==> config.mk <==
export PLATFORM = sky130hd
export DESIGN_NAME = arc_ram
export DESIGN_NICKNAME = d
export VERILOG_FILES = /design/src/hw/rtl/assert_macros.svh /design/src/hw/rtl/arc_ram.sv
export SDC_FILE = /design/constraint.sdc
export NUM_CORES = 1
export LEC_CHECK = 0
export CAP_MARGIN = 30
export CORE_MARGIN = 2
export CORE_UTILIZATION = 60
export CTS_CLUSTER_DIAMETER = 60
export DETAILED_ROUTE_END_ITERATION = 8
export DONT_BUFFER_PORTS = 1
export GPL_ROUTABILITY_DRIVEN = 0
export PLACE_DENSITY = 0.73
export SLEW_MARGIN = 25
export SYNTH_ARGS = -nofsm -noshare
export SYNTH_HDL_FRONTEND = slang
export SYNTH_SLANG_ARGS = --single-unit
==> constraint.sdc <==
create_clock -name clk -period 2 [get_ports clk]
set_clock_uncertainty 0.1 [all_clocks]
set_input_delay 0.2 -clock clk [delete_from_list [all_inputs] [get_ports clk]]
set_output_delay 0.2 -clock clk [all_outputs]
set_load 0.02 [all_outputs]
==> src/hw/rtl/assert_macros.svh <==
// Assertion macros for RTL files that check their own behavior.
// Each macro expects signals named clk and rst in the calling scope.
`ifndef ASSERT_MACROS_SVH
`define ASSERT_MACROS_SVH

// Same-cycle implication, disabled during reset.
`define ASSERT_IMPLIES(lbl, a, c, msg) \
  lbl: assert property (@(posedge clk) disable iff (rst) (a) |-> (c)) else $error(msg);

// Next-cycle implication, disabled during reset.
`define ASSERT_NEXT(lbl, a, c, msg) \
  lbl: assert property (@(posedge clk) disable iff (rst) (a) |=> (c)) else $error(msg);

`endif

==> src/hw/rtl/arc_ram.sv <==
// Generic single-write, single-read synchronous RAM with registered read data.
// No dependencies.
`timescale 1ns / 1ps
module arc_ram #(
  parameter int WIDTH = 8,
  parameter int DEPTH = 16
) (
  input  logic                     clk,
  input  logic                     we,
  input  logic [$clog2(DEPTH)-1:0] waddr,
  input  logic [WIDTH-1:0]         wdata,
  input  logic [$clog2(DEPTH)-1:0] raddr,
  output logic [WIDTH-1:0]         rdata
);
  logic [WIDTH-1:0] mem [DEPTH];

  always_ff @(posedge clk) begin
    if (we) begin
      mem[waddr] <= wdata;
    end
    rdata <= mem[raddr];
  end
endmodule

==> metrics.md <==
| Metric | Value |
|---|---|
| Global-route wire length before repair | 15470 um |
| Worst r2r path cells | 4 |
| Worst slack, placed | 0.4394 ns |
| Power after layout | 6.583 mW |
| Cell with the most instances after synthesis | edfxtp_1 |
| Worst r2r dst | rdata[0] |
| Sink Count | 136 |
| Worst R2R Setup Slack | 0.21 ns |
| Post-synthesis average cell area | 22.48 sq um |
| DR iter-0 viols | 197 |
| Setup bufs post-CTS | 0 |
| CTS tree | done |
| Post-layout util | 0.7424 |
| Vias in the first global route | 2540 |
| Storage element area | 4004 sq um |
| Core area | 8258 sq um |
| Initial Util | 0.6233 |
| I/O pin cnt | 26 |
| Crit path capture type | flip-flop |
| Hold crit path type | input pin to flip-flop |
| Max Freq | 0.5233 GHz |
| Max IR drop VDD | about 0.68 mV |
| RSZ-0062 raised after global routing | no |
| Top post-synthesis cells by count | edfxtp_1, mux4_2, a22oi_1 |
| Number of synthesized flops with an enable pin | 128 |
| Drt drc | 0 |
| Die ar. | ~9300 sq um |
| Row count | 33 |
| TritonRoute pass-1 iters | 5 |
| Hpwl dp | 5650 um |
| Fin crit period | 1.911 ns |
| Worst hold path endpoint | rdata[7] |
| Yosys top cell by area | edfxtp_1 |
| Clk buf depth | 2 |
| Total GRT Usage | 0.2336 |
| CP required | 2.12 ns |
| Worst slew pin tran | 0.6674 ns |
| Final worst path period share | 0.9554 |
| Outcome | finished, violations left |
| IO buf count | 0 |
| Hold depth | 3 |
| Critical setup path kind | input pin to flip-flop |
| Via/cell ratio | 6.240 |
| Ys async rst share | 0 |
| Clk_lat worst skew | roughly 0.51 ns |
| Slew HR | 0.5542 |
| Final setup fails | 0 |
| Synth area leaders | edfxtp_1, mux4_2, mux4_1 |
| Synth Instances | 229 |
| Ys Warns | 0 |
| Nets | 292 |
| Netlist cell types | 19 |
| Worst Hold Slack | -0.005155 ns |
| Via count | roughly 2400 |
| Final antenna-violating net count | 0 |
| Ant. Diodes | 0 |
| Max_cap viols | 0 |
| Mapped Area | 5147 sq um |
| Die width | 96.63 um |
| Setup TNS | 0 ns |
| Height of the die | 96.63 um |
| Total Wirelength | 10040 um |
| Clock transition at the registers of the reported paths | around 0.06 ns |
| Worst setup margin | 0.08917 ns |
| Arrival @ worst endpoint | between 2 and 2.5 ns |
| Crit path launch type | input pin |
| Synthesized flop and latch total | 136 |
| Sequential cell area fraction in the yosys report | 0.7778 |
| Crit Reg-Reg Startpoint | mem[15][0] |
| Net count after synthesis | 247 |
| Routed wire per std cell | 25.68 um |
| Final Max Tran Viols | 0 |
| Filler Cell Count | 485 |
| H-tree Lvls | 4 |
| Pwr/cell area | 1074 nW/um^2 |
| Critical Path Fanout Max | 8 |
| Initial antenna violation count | 0 |
| Failing checks | negative hold slack |
| Share of cells above drive strength 1 | 0.2378 |
| Multi-input gate area | 1060 sq um |
| Fin. Hold Viols | 1 |
| Largest net degree at the start of global routing | 30 |
| Top_reg_cell synth | edfxtp_1 |
| Yosys top cell area share | 0.7467 |
| Leak Pwr | a little over 2 nW |
| CTS root buf | clkbuf_8 |
| CTS Buf Count | 17 |
| Congestion Overflow GR | 0 |
| Hold wc startpoint | raddr[1] |
| P&R area growth vs syn | 19.11% |
[sequential cells by signal, summed over array words and instances, names as in the netlist]
signal and cells:
rdata 8, mem 128
[report_power, final]
part           total [mW]  internal [mW]  switching [mW]
sequential           3.23           3.19          0.0427
combinational       0.270          0.125           0.145
clock                3.08           2.02            1.06
total                6.58           5.33            1.25
[per-layer routing]
layer / vias to the layer above / track usage / routed length, um
met5: - / 0 / 0
met3: 15 / 0.06575 / 744
met1: 1250 / 0.3229 / 4052
li1: 1065 / - / -
met2: 110 / 0.3654 / 5073
met4: 0 / 0.08126 / 169
[how the worst max path moves through the flow]
stage,from,to,depth (start not counted)
floorplan,waddr[2],mem[0][0],2
global placement,waddr[2],mem[3][3],3
detailed placement,waddr[2],mem[3][1],3
CTS,waddr[2],mem[0][1],5
global route,waddr[2],mem[0][3],5
finish,waddr[2],mem[0][0],5
[logic make-up (layout without fill, tap and decap cells)]
kind of cell / count (synthesis) / after routing / synth area share
DFF: 136 / 136 / 0.7778
and+or+nand+nor: 35 / 35 / 0.03184
muxes: 32 / 32 / 0.1502
AOI/OAI and AO/OA: 16 / 16 / 0.02334
buffers and inverters: 10 / 67 / 0.01677
[critical path, stage by stage]
cell and delay (ns):
dlygate4sd3_1 0.54, or3b_4 0.42, nor3_1 0.13, dlygate4sd3_1 0.59
buf_6 0.15
[cell type report]
| type | instances | share of cell area |
|---|---|---|
| Sequential cell | 136 | 0.6531 |
| Multi-Input combinational cell | 83 | 0.1729 |
| Clock buffer | 23 | 0.07776 |
| Timing Repair Buffer | 36 | 0.05531 |
| Tap cell | 105 | 0.02143 |
| Clock inverter | 8 | 0.01959 |
[per-stage QoR]
step	instances	area (sq um)
2_1_floorplan	229	5147
3_3_place_gp	342	5328
3_5_place_dp	342	5328
4_1_cts	391	6125
5_1_grt	391	6131
6_report	391	6131
[timing repair]
action | 4_1_cts | 5_1_grt
hold buffers | 18 | 0
hold endpoints to repair | 172 | 0
setup endpoints to repair | 0 | 8
gates resized for setup | 0 | 2
[placed cells by master (no fill, tap or decap), drive strengths merged, types with 2 or more instances in the layout]
| cell type | n |
|---|---|
| dfxtp | 8 |
| nor3 | 4 |
| nand2b | 2 |
| bufinv | 3 |
| clkinv | 3 |
| clkbuf | 23 |
| buf | 20 |
| a22oi | 16 |
| nand2 | 9 |
| nand3b | 2 |
| edfxtp | 128 |
| dlygate4sd3 | 16 |
| nor2 | 13 |
| clkinvlp | 2 |
| mux4 | 32 |
Power figures use the tool's default switching activity.
