<file path="src/hw/rtl/assert_macros.svh">
// Assertion macros for RTL files that check their own behavior.
// Each macro expects signals named clk and rst in the calling scope.
`ifndef ASSERT_MACROS_SVH
`define ASSERT_MACROS_SVH

// Same-cycle implication, disabled during reset.
`define ASSERT_IMPLIES(lbl, a, c, msg) \
  lbl: assert property (@(posedge clk) disable iff (rst) (a) |-> (c)) else $error(msg);

// Next-cycle implication, disabled during reset.
`define ASSERT_NEXT(lbl, a, c, msg) \
  lbl: assert property (@(posedge clk) disable iff (rst) (a) |=> (c)) else $error(msg);

`endif

</file>
<file path="src/hw/rtl/arc_div.sv">
// Restoring divider, one quotient bit per cycle, for the ghost-list ratio.
// No package dependencies.
`timescale 1ns / 1ps
module arc_div #(
  parameter int W = 13
) (
  input  logic         clk,
  input  logic         rst,
  input  logic         start,
  input  logic [W-1:0] num,
  input  logic [W-1:0] den,
  output logic [W-1:0] quo,
  output logic         done
);
  localparam int SW = $clog2(W + 1);

  logic [W:0]    rem;
  logic [W:0]    rem_sh;
  logic [W-1:0]  d;
  logic [SW-1:0] steps;
  logic          run;

  assign rem_sh = {rem[W-1:0], quo[W-1]};

  always_ff @(posedge clk) begin
    if (rst) begin
      run  <= 1'b0;
      done <= 1'b0;
    end else begin
      done <= 1'b0;
      if (start) begin
        rem   <= '0;
        quo   <= num;
        d     <= den;
        steps <= SW'(W);
        run   <= 1'b1;
      end else if (run) begin
        if (rem_sh >= {1'b0, d}) begin
          rem <= rem_sh - {1'b0, d};
          quo <= {quo[W-2:0], 1'b1};
        end else begin
          rem <= rem_sh;
          quo <= {quo[W-2:0], 1'b0};
        end
        steps <= steps - SW'(1);
        if (steps == SW'(1)) begin
          run  <= 1'b0;
          done <= 1'b1;
        end
      end
    end
  end
endmodule

</file>
<file path="config.mk">
export PLATFORM = sky130hd
export DESIGN_NAME = arc_div
export DESIGN_NICKNAME = d
export VERILOG_FILES = /design/src/hw/rtl/assert_macros.svh /design/src/hw/rtl/arc_div.sv
export SDC_FILE = /design/constraint.sdc
export NUM_CORES = 1
export LEC_CHECK = 0
export BUFFER_PORTS_ARGS = -buffer_cell sky130_fd_sc_hd__clkbuf_2
export CORE_UTILIZATION = 30
export CTS_CLUSTER_DIAMETER = 150
export CTS_CLUSTER_SIZE = 40
export DETAILED_ROUTE_END_ITERATION = 8
export SYNTH_ARGS = -nofsm -noshare
export SYNTH_HDL_FRONTEND = slang
export SYNTH_SLANG_ARGS = --single-unit
</file>
<file path="constraint.sdc">
create_clock -name clk -period 2.4 [get_ports clk]
set_clock_uncertainty 0.1 [all_clocks]
set_input_delay 0.24 -clock clk [delete_from_list [all_inputs] [get_ports clk]]
set_output_delay 0.24 -clock clk [all_outputs]
set_load 0.01 [all_outputs]
</file>
==> results.py, run 1 <==
metrics = {
    "sta": {
        "totalNegativeSetupSlack_ns": -0.1616,
        "min_period_ns": 2.440,
        "tightest_slew_ns": 0.4135,
        "holdWs_ns": 0.009632,
        "setup_slack_ns": -0.04037,
        "grt_setup_unrepaired": "true",
        "slew_headroom_pct": 72.26,
        "finalHoldViolations": 0,
        "drv_slew": 0,
        "fmax_mhz": 409.8,
        "finalSetupViolCount": 6,
        "post-route-period-util_pct": 101.7,
    },
    "power_and_ir_drop": {
        "max-vdd-ir-drop_uv": 262.0,
        "finalPower_mw": 2.143,
        "p_per_area_nw_per_um2": 645.0,
        "p_leak_nw": 1.374,
    },
    "run": {
        "cap_violations": 0,
    },
    "run_status": {
        "violations": "negative setup slack",
        "status": "finished, violations left",
    },
    "place": {
        "dp.cells": 371,
        "gp_congestion": 0.7898,
        "port-buffer-count": 42,
        "place_ws_ns": -0.3155,
        "dp_hpwl_um": 3621,
        "placed_cell_area_um2": 3045,
    },
    "die": {
        "dieArea_um2": 8813,
        "ios": 43,
        "die_w_um": 93.88,
        "fp.dieH_um": 93.88,
        "core-area_um2": 8175,
        "rows": 33,
        "start_util_pct": 30.98,
    },
    "clock_network": {
        "htreeDepth": 2,
        "cts_buffers": 5,
        "cts_buffer_depth": 2,
        "ctsRootBufferMaster": "clkbuf_8",
        "cts_tree": "yes",
        "cts_sinks": 45,
        "clock_latency_ns": 0.30,
        "clk_pin_slew_ns": 0.09,
    },
    "drt": {
        "ant_nets": 0,
        "viasPerCell": 4.638,
        "drt_iter0_markers": 51,
        "num_vias": 1804,
        "wl_um": 5293,
        "routedWlPerCell_um": 13.61,
        "first_pass_iters": 4,
        "route.detailed.drc": 0,
    },
    "global_routing": {
        "grt_pass1_wl_um": 8590,
        "grt_overflow": 0,
        "track_usage_pct": 12.81,
        "grt_max_degree": 31,
        "grt_pass1_vias": 1848,
        "antenna_found_initial": 0,
    },
    "synth": {
        "synthesis.nets": 246,
        "yosysSeqAreaShare_pct": 52.57,
        "synth_area_per_cell_um2": 12.60,
        "synth_area_leaders": "edfxtp_1, ha_1, mux2_2",
        "ys_ff_latch": 45,
        "syn_inst": 201,
        "synth.yosys.warnings": 0,
        "synth-edff-count": 43,
        "yosysTopAreaCell": "edfxtp_1",
        "yosysUniqueCellTypes": 43,
        "synth_top_area_share_pct": 50.99,
        "synth-async-reset-ratio_pct": 0,
        "synth_area_um2": 2532,
        "synth-main-ff-cell": "edfxtp_1",
    },
    "critical_path": {
        "critPathSlowestCell": "edfxtp_1",
        "max_stage_delay_ns": 0.37,
        "cpLargestDelayFamily": "compound AO/OA/AOI/OAI gates",
        "cp_num_buf_inv": 3,
        "crit_fanout": 5,
        "cp.required_ns": 2.35,
        "critPathLaunchType": "register",
        "cp_cell_sequence": "inv_1, ha_2, inv_2, fa_2, a21oi_2, o211a_1, o21ba_4, buf_12, o21ai_4, mux2i_1, nor2_1",
        "worstPathArrival_ns": 2.39,
        "cp-end-kind": "register",
        "worst-setup-path-type": "register to register",
    },
    "cells_and_area": {
        "diodes": 0,
        "layout-drive-gt1-share_pct": 43.66,
        "final_util_pct": 40.63,
        "stdcell_count": 389,
        "nets": 328,
        "design_area_um2": 3322,
        "syn_to_final_growth_pct": 31.18,
    },
    "min_path": {
        "min_path_type": "primary input to register",
    },
}
-- layer usage --
metal	global-route usage, %	part of all wire, %	wire length, um	vias up
met5	0	0	0	-
met4	3.718	1.2	65	0
met3	3.560	5.6	295	14
met2	20.99	47	2489	52
met1	16.40	46	2441	839
li1	-	-	-	899
-- registers in the layout, summed over array words and instances (netlist names) --
name	flops
quo	13
done	1
d	13
rem	13
run	1
steps	4
-- power by group --
part | internal [mW] | switching (mW)
clock | 0.207 | 0.266
sequential | 0.943 | 0.0346
combinational | 0.354 | 0.339
-- cell usage in the layout (no fill, tap or decap), types with 4 or more instances in the layout --
cell type,n
edfxtp_1,43
clkbuf_2,42
buf_4,31
inv_1,16
nand2_1,15
mux2_2,13
nor2_1,13
ha_1,10
a21oi_1,9
xnor2_1,7
mux2i_1,6
xor2_1,5
clkbuf_8,5
nand3_1,4
o21ai_0,4
nor2_2,4
dlygate4sd3_1,4
-- cell type report --
cell class | count | area, um2
Fill cell | 800 | 4853
Sequential cell | 45 | 1331
Multi-Input combinational cell | 133 | 1182
Timing Repair Buffer | 80 | 525.5
Tap cell | 105 | 131.4
Clock buffer | 7 | 76.32
Inverter | 18 | 67.56
Clock inverter | 1 | 7.507
-- kinds of logic after synthesis --
group           Yosys count  share of synthesized area (%)
flops                    45                          52.57
xor+xnor                 12                          4.150
fa+ha+maj                16                          8.202
mux                      19                          8.152
buf+inv                  25                          5.385
simple gates             52                          10.92
compound gates           32                          10.62
-- final timing paths --
kind	start	to	slack [ns]	cells after the start
setup / recovery	quo[12]$_DFFE_PP_	rem[6]$_SDFFCE_PP0P_	-0.04	11
hold / removal	den[5]	d[5]$_DFFE_PP_	0.01	1
setup reg to reg	quo[12]$_DFFE_PP_	rem[6]$_SDFFCE_PP0P_	-0.04	11
hold reg to reg	run$_SDFF_PP0_	done$_SDFF_PP0_	0.39	1
-- Yosys cell counts (4+ instances only) --
cell / count
mux2_2: 13
mux2i_1: 6
nor2_1: 14
nand2_1: 15
nand3_1: 4
o21ai_0: 4
inv_1: 17
xor2_1: 5
edfxtp_1: 43
ha_1: 15
xnor2_1: 7
a21oi_1: 10
-- timing repair --
| action | CTS | global route |
|---|---|---|
| hold endpoints to repair | 4 | 0 |
| hold buffers | 4 | 0 |
| pin swaps | 3 | 5 |
| cloned | 2 | 0 |
| resized for setup | 4 | 10 |
| setup buffers | 2 | 2 |
| endpoints found under the setup margin | 14 | 14 |
No activity file was read; power rests on OpenSTA's default activity.
==> run 2: changes to the inputs <==
CORE_ASPECT_RATIO = 0.75   (was not set)
CTS_CLUSTER_DIAMETER = 50   (was 150)
==> results.py, run 2 (same netlist as run 1, synthesis figures left out) <==
metrics = {
    "run_status": {
        "status": "completed",
    },
    "critical_path": {
        "rr_worst_depth": 11,
        "worst-setup-path-type": "register to register",
        "reg2reg_setup_slack_ns": 0.009,
        "cp.required_ns": 2.36,
        "max_stage_delay_ns": 0.35,
        "cp_cell_sequence": "inv_1, ha_2, inv_2, fa_2, a21oi_4, o211a_1, o21ba_4, o21ai_4, buf_12, mux2i_1, nor2_1",
        "r2r-start": "quo[12]$_DFFE_PP_",
        "cp-end-kind": "register",
        "cp_num_buf_inv": 3,
        "worstPathArrival_ns": 2.35,
        "cp.depth": 11,
        "crit_fanout": 7,
        "critPathLaunchType": "register",
        "critPathSlowestCell": "edfxtp_1",
        "cpLargestDelayFamily": "compound AO/OA/AOI/OAI gates",
        "crit-reg2reg-capture": "rem[4]$_SDFFCE_PP0P_",
    },
    "place": {
        "gp_congestion": 0.8582,
        "dp_hpwl_um": 3882,
        "port-buffer-count": 42,
    },
    "sta": {
        "finalHoldViolations": 0,
        "min_period_ns": 2.391,
        "finalSetupViolCount": 0,
        "tightest_slew_ns": 0.4389,
        "post-route-period-util_pct": 99.63,
        "fmax_mhz": 418.2,
        "grt_setup_unrepaired": "true",
        "drv_slew": 0,
        "holdWs_ns": 0.01213,
        "slew_headroom_pct": 70.49,
    },
    "drt": {
        "ant_nets": 0,
        "route.detailed.drc": 0,
        "drt_iter0_markers": 91,
        "first_pass_iters": 4,
        "routedWlPerCell_um": 13.09,
        "wl_um": 5248,
        "viasPerCell": 4.509,
        "num_vias": 1808,
    },
    "global_routing": {
        "track_usage_pct": 13.01,
        "antenna_found_initial": 0,
        "grt_pass1_wl_um": 8528,
        "grt_pass1_vias": 1654,
        "grt_overflow": 0,
        "grt_max_degree": 21,
    },
    "die": {
        "core-area_um2": 8023,
        "ios": 43,
        "start_util_pct": 31.57,
        "die_w_um": 108.1,
        "fp.dieH_um": 81.57,
        "dieArea_um2": 8817,
        "rows": 28,
    },
    "cells_and_area": {
        "nFillCells": 755,
        "final_cell_mix": "edfxtp_1, clkbuf_2, buf_4",
        "largestRegisters": "d x13, quo x13, rem x13",
        "final_common_cell": "edfxtp_1",
        "layout-drive-gt1-share_pct": 45.27,
        "syn_to_final_growth_pct": 36.41,
        "nets": 340,
        "diodes": 0,
    },
    "clock_network": {
        "htreeDepth": 2,
        "ctsRootBufferMaster": "clkbuf_8",
        "clk_pin_slew_ns": 0.08,
        "clock_latency_ns": 0.31,
        "cts_sinks": 45,
        "cts_buffers": 5,
        "cts_tree": "yes",
        "cts_buffer_depth": 2,
    },
    "power_and_ir_drop": {
        "p_leak_nw": 1.428,
        "p_per_area_nw_per_um2": 625.6,
        "p_switching_mw": 0.6332,
        "p_comb_share_pct": 33.1,
        "power_frac_clock_pct": 21.6,
        "seq_power_share_pct": 45.3,
        "p_int_mw": 1.528,
        "finalPower_mw": 2.161,
        "switching_share_pct": 29.30,
        "max-vdd-ir-drop_uv": 274.1,
    },
    "min_path": {
        "min_path_type": "primary input to register",
        "hp-start": "den[1]",
        "min_path_cells": 1,
        "min_to": "d[1]$_DFFE_PP_",
    },
    "run": {
        "cap_violations": 0,
    },
}
[run 2: changes by cell type in the layout (fill, tap and decap cells not counted), sizes merged]
cell,previous run,this run
clkinv,1,3
dlygate4sd3,4,11
buf,34,41
clkbuf,49,48
clkinvlp,1,0
o21ai,7,5
[run 2: metal layers]
layer | track usage, % | share of wire [%] | up-vias
li1 | - | - | 915
met2 | 17.90 | 41 | 43
met1 | 19.08 | 52 | 843
met5 | 0 | 0 | -
met3 | 3.571 | 5.5 | 7
met4 | 4.932 | 1.5 | 0
[run 2: cell type report]
type / instances / area, um2 / share of cell area [%]
well taps: 105 / 131.4 / 3.803
flip-flops and latches: 45 / 1331 / 38.54
clock inverters: 2 / 10.01 / 0.2898
clock buffers: 6 / 72.57 / 2.101
multi-input cells: 131 / 1189 / 34.41
repair buffers: 94 / 653.1 / 18.91
inverters: 18 / 67.56 / 1.956
[run 2: repair_timing]
| item | 4_1_cts | 5_1_grt |
|---|---|---|
| hold endpoints to repair | 10 | 1 |
| hold buffers | 10 | 1 |
| pin swaps | 3 | 6 |
| setup buffers | 4 | 3 |
| endpoints found under the setup margin | 10 | 14 |
| gates cloned | 0 | 0 |
| resized for setup | 8 | 6 |
[run 2: how the worst max path moves through the flow]
| stage | from | end | slack [ns] |
|---|---|---|---|
| final | quo[12]$_DFFE_PP_ | rem[4]$_SDFFCE_PP0P_ | 0.009 |
| after global routing | quo[12]$_DFFE_PP_ | rem[4]$_SDFFCE_PP0P_ | -0.1 |
| after CTS | quo[12]$_DFFE_PP_ | rem[1]$_SDFFCE_PP0P_ | -0.007 |
| after detailed placement | rem[8]$_SDFFCE_PP0P_ | rem[6]$_SDFFCE_PP0P_ | -0.06 |
| after global placement | rem[8]$_SDFFCE_PP0P_ | rem[4]$_SDFFCE_PP0P_ | -0.03 |
| after floorplan | quo[12]$_DFFE_PP_ | quo[0]$_DFFE_PP_ | -0.002 |
[run 2: worst register-to-register path, cell delays in order, from the launching register on]
cell      delay, ns
edfxtp_1       0.35
inv_1          0.05
ha_2           0.19
inv_2          0.05
fa_2           0.22
a21oi_4        0.06
o211a_1        0.24
o21ba_4        0.21
o21ai_4        0.27
buf_12         0.17
mux2i_1        0.18
nor2_1         0.05
[run 2: metrics by stage]
stage	setup slack, ns	setup TNS, ns	area [um2]	instances	util [%]
after floorplan	-0.002167	-0.002167	2545	201	-
after global placement	-0.03396	-0.1358	3100	375	38.65
after detailed placement	-0.05936	-0.2960	3100	375	38.65
after CTS	-0.006699	-0.006699	3373	397	42.05
after global routing	-0.09876	-0.6916	3455	401	43.06
final	0.008932	0	3455	401	43.06
[run 2: power by group through the flow]
stage                     clock [mW]  combinational (mW)  sequential (mW)
after global placement             0               0.633            0.990
after floorplan                    0               0.408            0.993
after global routing           0.522               0.778            0.987
after CTS                      0.491               0.684            0.977
after detailed placement           0               0.632            0.991
final                          0.467               0.715            0.980
==> run 3: changes to the inputs <==
--- a/config.mk
+++ b/config.mk
@@ -9,7 +9,9 @@
 export CORE_ASPECT_RATIO = 0.75
 export CORE_UTILIZATION = 30
+export CTS_BUF_LIST = sky130_fd_sc_hd__clkbuf_2
 export CTS_CLUSTER_DIAMETER = 50
 export CTS_CLUSTER_SIZE = 40
 export DETAILED_ROUTE_END_ITERATION = 8
+export SKIP_LAST_GASP = 1
 export SYNTH_ARGS = -nofsm -noshare
 export SYNTH_HDL_FRONTEND = slang
==> constraint.sdc (replaced) <==
create_clock -name clk -period 2.4 [get_ports clk]
set_clock_uncertainty 0.1 [all_clocks]
set_input_delay 0.36 -clock clk [delete_from_list [all_inputs] [get_ports clk]]
set_output_delay 0.36 -clock clk [all_outputs]
set_load 0.01 [all_outputs]
==> results.py, run 3 (same netlist as run 1, synthesis figures left out) <==
metrics = {
    "clock_network": {
        "clk_pin_slew_ns": 0.24,
        "cts_sinks": 45,
        "clock_latency_ns": 0.41,
        "cts_buffer_depth": 2,
        "ctsRootBufferMaster": "clkbuf_2",
        "htreeDepth": 2,
        "cts_buffers": 5,
        "cts_tree": "yes",
    },
    "sta": {
        "drv_slew": 0,
        "finalSetupViolCount": 8,
        "setup_slack_ns": -0.06885,
        "min_period_ns": 2.469,
        "fmax_mhz": 405.0,
        "finalHoldViolations": 0,
        "tightest_slew_ns": 0.3675,
        "post-route-period-util_pct": 102.9,
        "slew_headroom_pct": 75.29,
        "grt_setup_unrepaired": "true",
    },
    "global_routing": {
        "grt_overflow": 0,
        "grt_pass1_wl_um": 8342,
        "grt_max_degree": 18,
        "grt_pass1_vias": 1765,
        "track_usage_pct": 12.56,
        "antenna_found_initial": 0,
    },
    "critical_path": {
        "rr_worst_depth": 10,
        "worst-setup-path-type": "register to register",
        "cp.required_ns": 2.49,
        "r2r-start": "quo[12]$_DFFE_PP_",
        "worstPathArrival_ns": 2.56,
        "cp_cell_sequence": "inv_1, ha_2, inv_2, fa_2, a21oi_2, o211a_1, o21ba_4, o21ai_4, buf_4, mux2_2",
        "crit_fanout": 5,
        "reg2reg_setup_slack_ns": -0.07,
        "critPathLaunchType": "register",
        "crit-reg2reg-capture": "quo[0]$_DFFE_PP_",
        "cp-end-kind": "register",
        "max_stage_delay_ns": 0.45,
        "critPathSlowestCell": "edfxtp_1",
    },
    "die": {
        "ios": 43,
        "core-area_um2": 8023,
        "die_w_um": 108.1,
        "rows": 28,
        "start_util_pct": 31.57,
        "dieArea_um2": 8817,
        "fp.dieH_um": 81.57,
    },
    "cells_and_area": {
        "diodes": 0,
        "layout-drive-gt1-share_pct": 41.75,
        "largestRegisters": "d x13, quo x13, rem x13",
        "final_cell_mix": "clkbuf_2, edfxtp_1, buf_4",
        "final_common_cell": "clkbuf_2",
        "nets": 341,
        "stdcell_count": 402,
        "design_area_um2": 3342,
        "syn_to_final_growth_pct": 31.97,
    },
    "drt": {
        "wl_um": 5305,
        "drt_iter0_markers": 54,
        "first_pass_iters": 4,
        "route.detailed.drc": 0,
        "ant_nets": 0,
        "routedWlPerCell_um": 13.20,
        "viasPerCell": 4.465,
        "num_vias": 1795,
    },
    "min_path": {
        "min_path_cells": 2,
        "min_to": "quo[5]$_DFFE_PP_",
        "hp-start": "num[5]",
        "min_path_type": "primary input to register",
    },
    "power_and_ir_drop": {
        "p_per_area_nw_per_um2": 616.6,
        "max-vdd-ir-drop_uv": 322.1,
        "p_leak_nw": 1.417,
        "p_comb_share_pct": 32.2,
        "p_int_mw": 1.455,
        "switching_share_pct": 29.41,
        "seq_power_share_pct": 47.2,
        "p_switching_mw": 0.6059,
        "power_frac_clock_pct": 20.6,
    },
    "run_status": {
        "status": "finished, violations left",
        "violations": "negative setup slack",
    },
    "place": {
        "placed_cell_area_um2": 3060,
        "dp.cells": 373,
        "port-buffer-count": 42,
        "gp_congestion": 0.8510,
        "dp_hpwl_um": 3919,
        "place_ws_ns": -0.02233,
    },
    "run": {
        "cap_violations": 0,
    },
}
## run 3: repair_timing
action | 4_1_cts | 5_1_grt
pin swaps | 2 | 4
resized for setup | 2 | 5
hold buffers | 14 | 0
cloned | 0 | 0
buffers inserted | 4 | 3
endpoints found under the setup margin | 7 | 14
endpoints found under the hold margin | 14 | 0
## run 3: metal layers
layer | track usage (%) | up-vias | wire, um | share of wire [%]
met3 | 3.175 | 6 | 207 | 3.9
li1 | - | 915 | - | -
met5 | 0 | - | 0 | 0
met1 | 16.60 | 835 | 2634 | 50
met2 | 20.51 | 39 | 2420 | 46
met4 | 3.288 | 0 | 43 | 0.81
## run 3: power by group through the flow
stage,Clock [mW],Sequential (mW),Combinational (mW)
floorplan,0,0.993,0.408
global placement,0,0.991,0.608
detailed placement,0,0.991,0.610
CTS,0.454,0.974,0.649
global route,0.479,0.978,0.728
finish,0.425,0.973,0.663
## run 3: cell type report
class / instances / area (um2)
Sequential cell: 45 / 1331
Clock buffer: 5 / 25.02
Clock inverter: 3 / 41.29
Inverter: 18 / 67.56
Tap cell: 105 / 131.4
Multi-Input combinational cell: 131 / 1091
Fill cell: 750 / 4681
Timing Repair Buffer: 95 / 654.4
## run 3: worst max-delay path, delay by kind of cell, from the launching register on
kind                       cells  cell delay (ns)
buffers and inverters          3             0.31
DFF                            1             0.45
adders and majority gates      2             0.53
AOI/OAI and AO/OA              4             0.61
muxes                          1             0.25
## run 3: per-stage QoR
stage | util [%] | TNS (ns) | hold WS (ns) | power, mW
floorplan | - | -0.002167 | 0.3391 | 1.401
global placement | 38.15 | 0 | 0.3678 | 1.599
detailed placement | 38.15 | -0.04257 | 0.3699 | 1.601
CTS | 41.19 | 0 | 0.09936 | 2.077
global route | 41.66 | -1.332 | 0.07842 | 2.185
finish | 41.66 | -0.2236 | 0.1304 | 2.061
## run 3: worst max path at each step
stage	from	slack (ns)	end	cells past startpoint
after floorplan	quo[12]$_DFFE_PP_	-0.002	quo[0]$_DFFE_PP_	10
after global placement	rem[6]$_SDFFCE_PP0P_	0.005	rem[3]$_SDFFCE_PP0P_	9
after detailed placement	quo[12]$_DFFE_PP_	-0.02	rem[3]$_SDFFCE_PP0P_	11
after CTS	quo[12]$_DFFE_PP_	0.007	rem[10]$_SDFFCE_PP0P_	11
after global routing	quo[12]$_DFFE_PP_	-0.14	rem[6]$_SDFFCE_PP0P_	11
final	quo[12]$_DFFE_PP_	-0.07	quo[0]$_DFFE_PP_	10
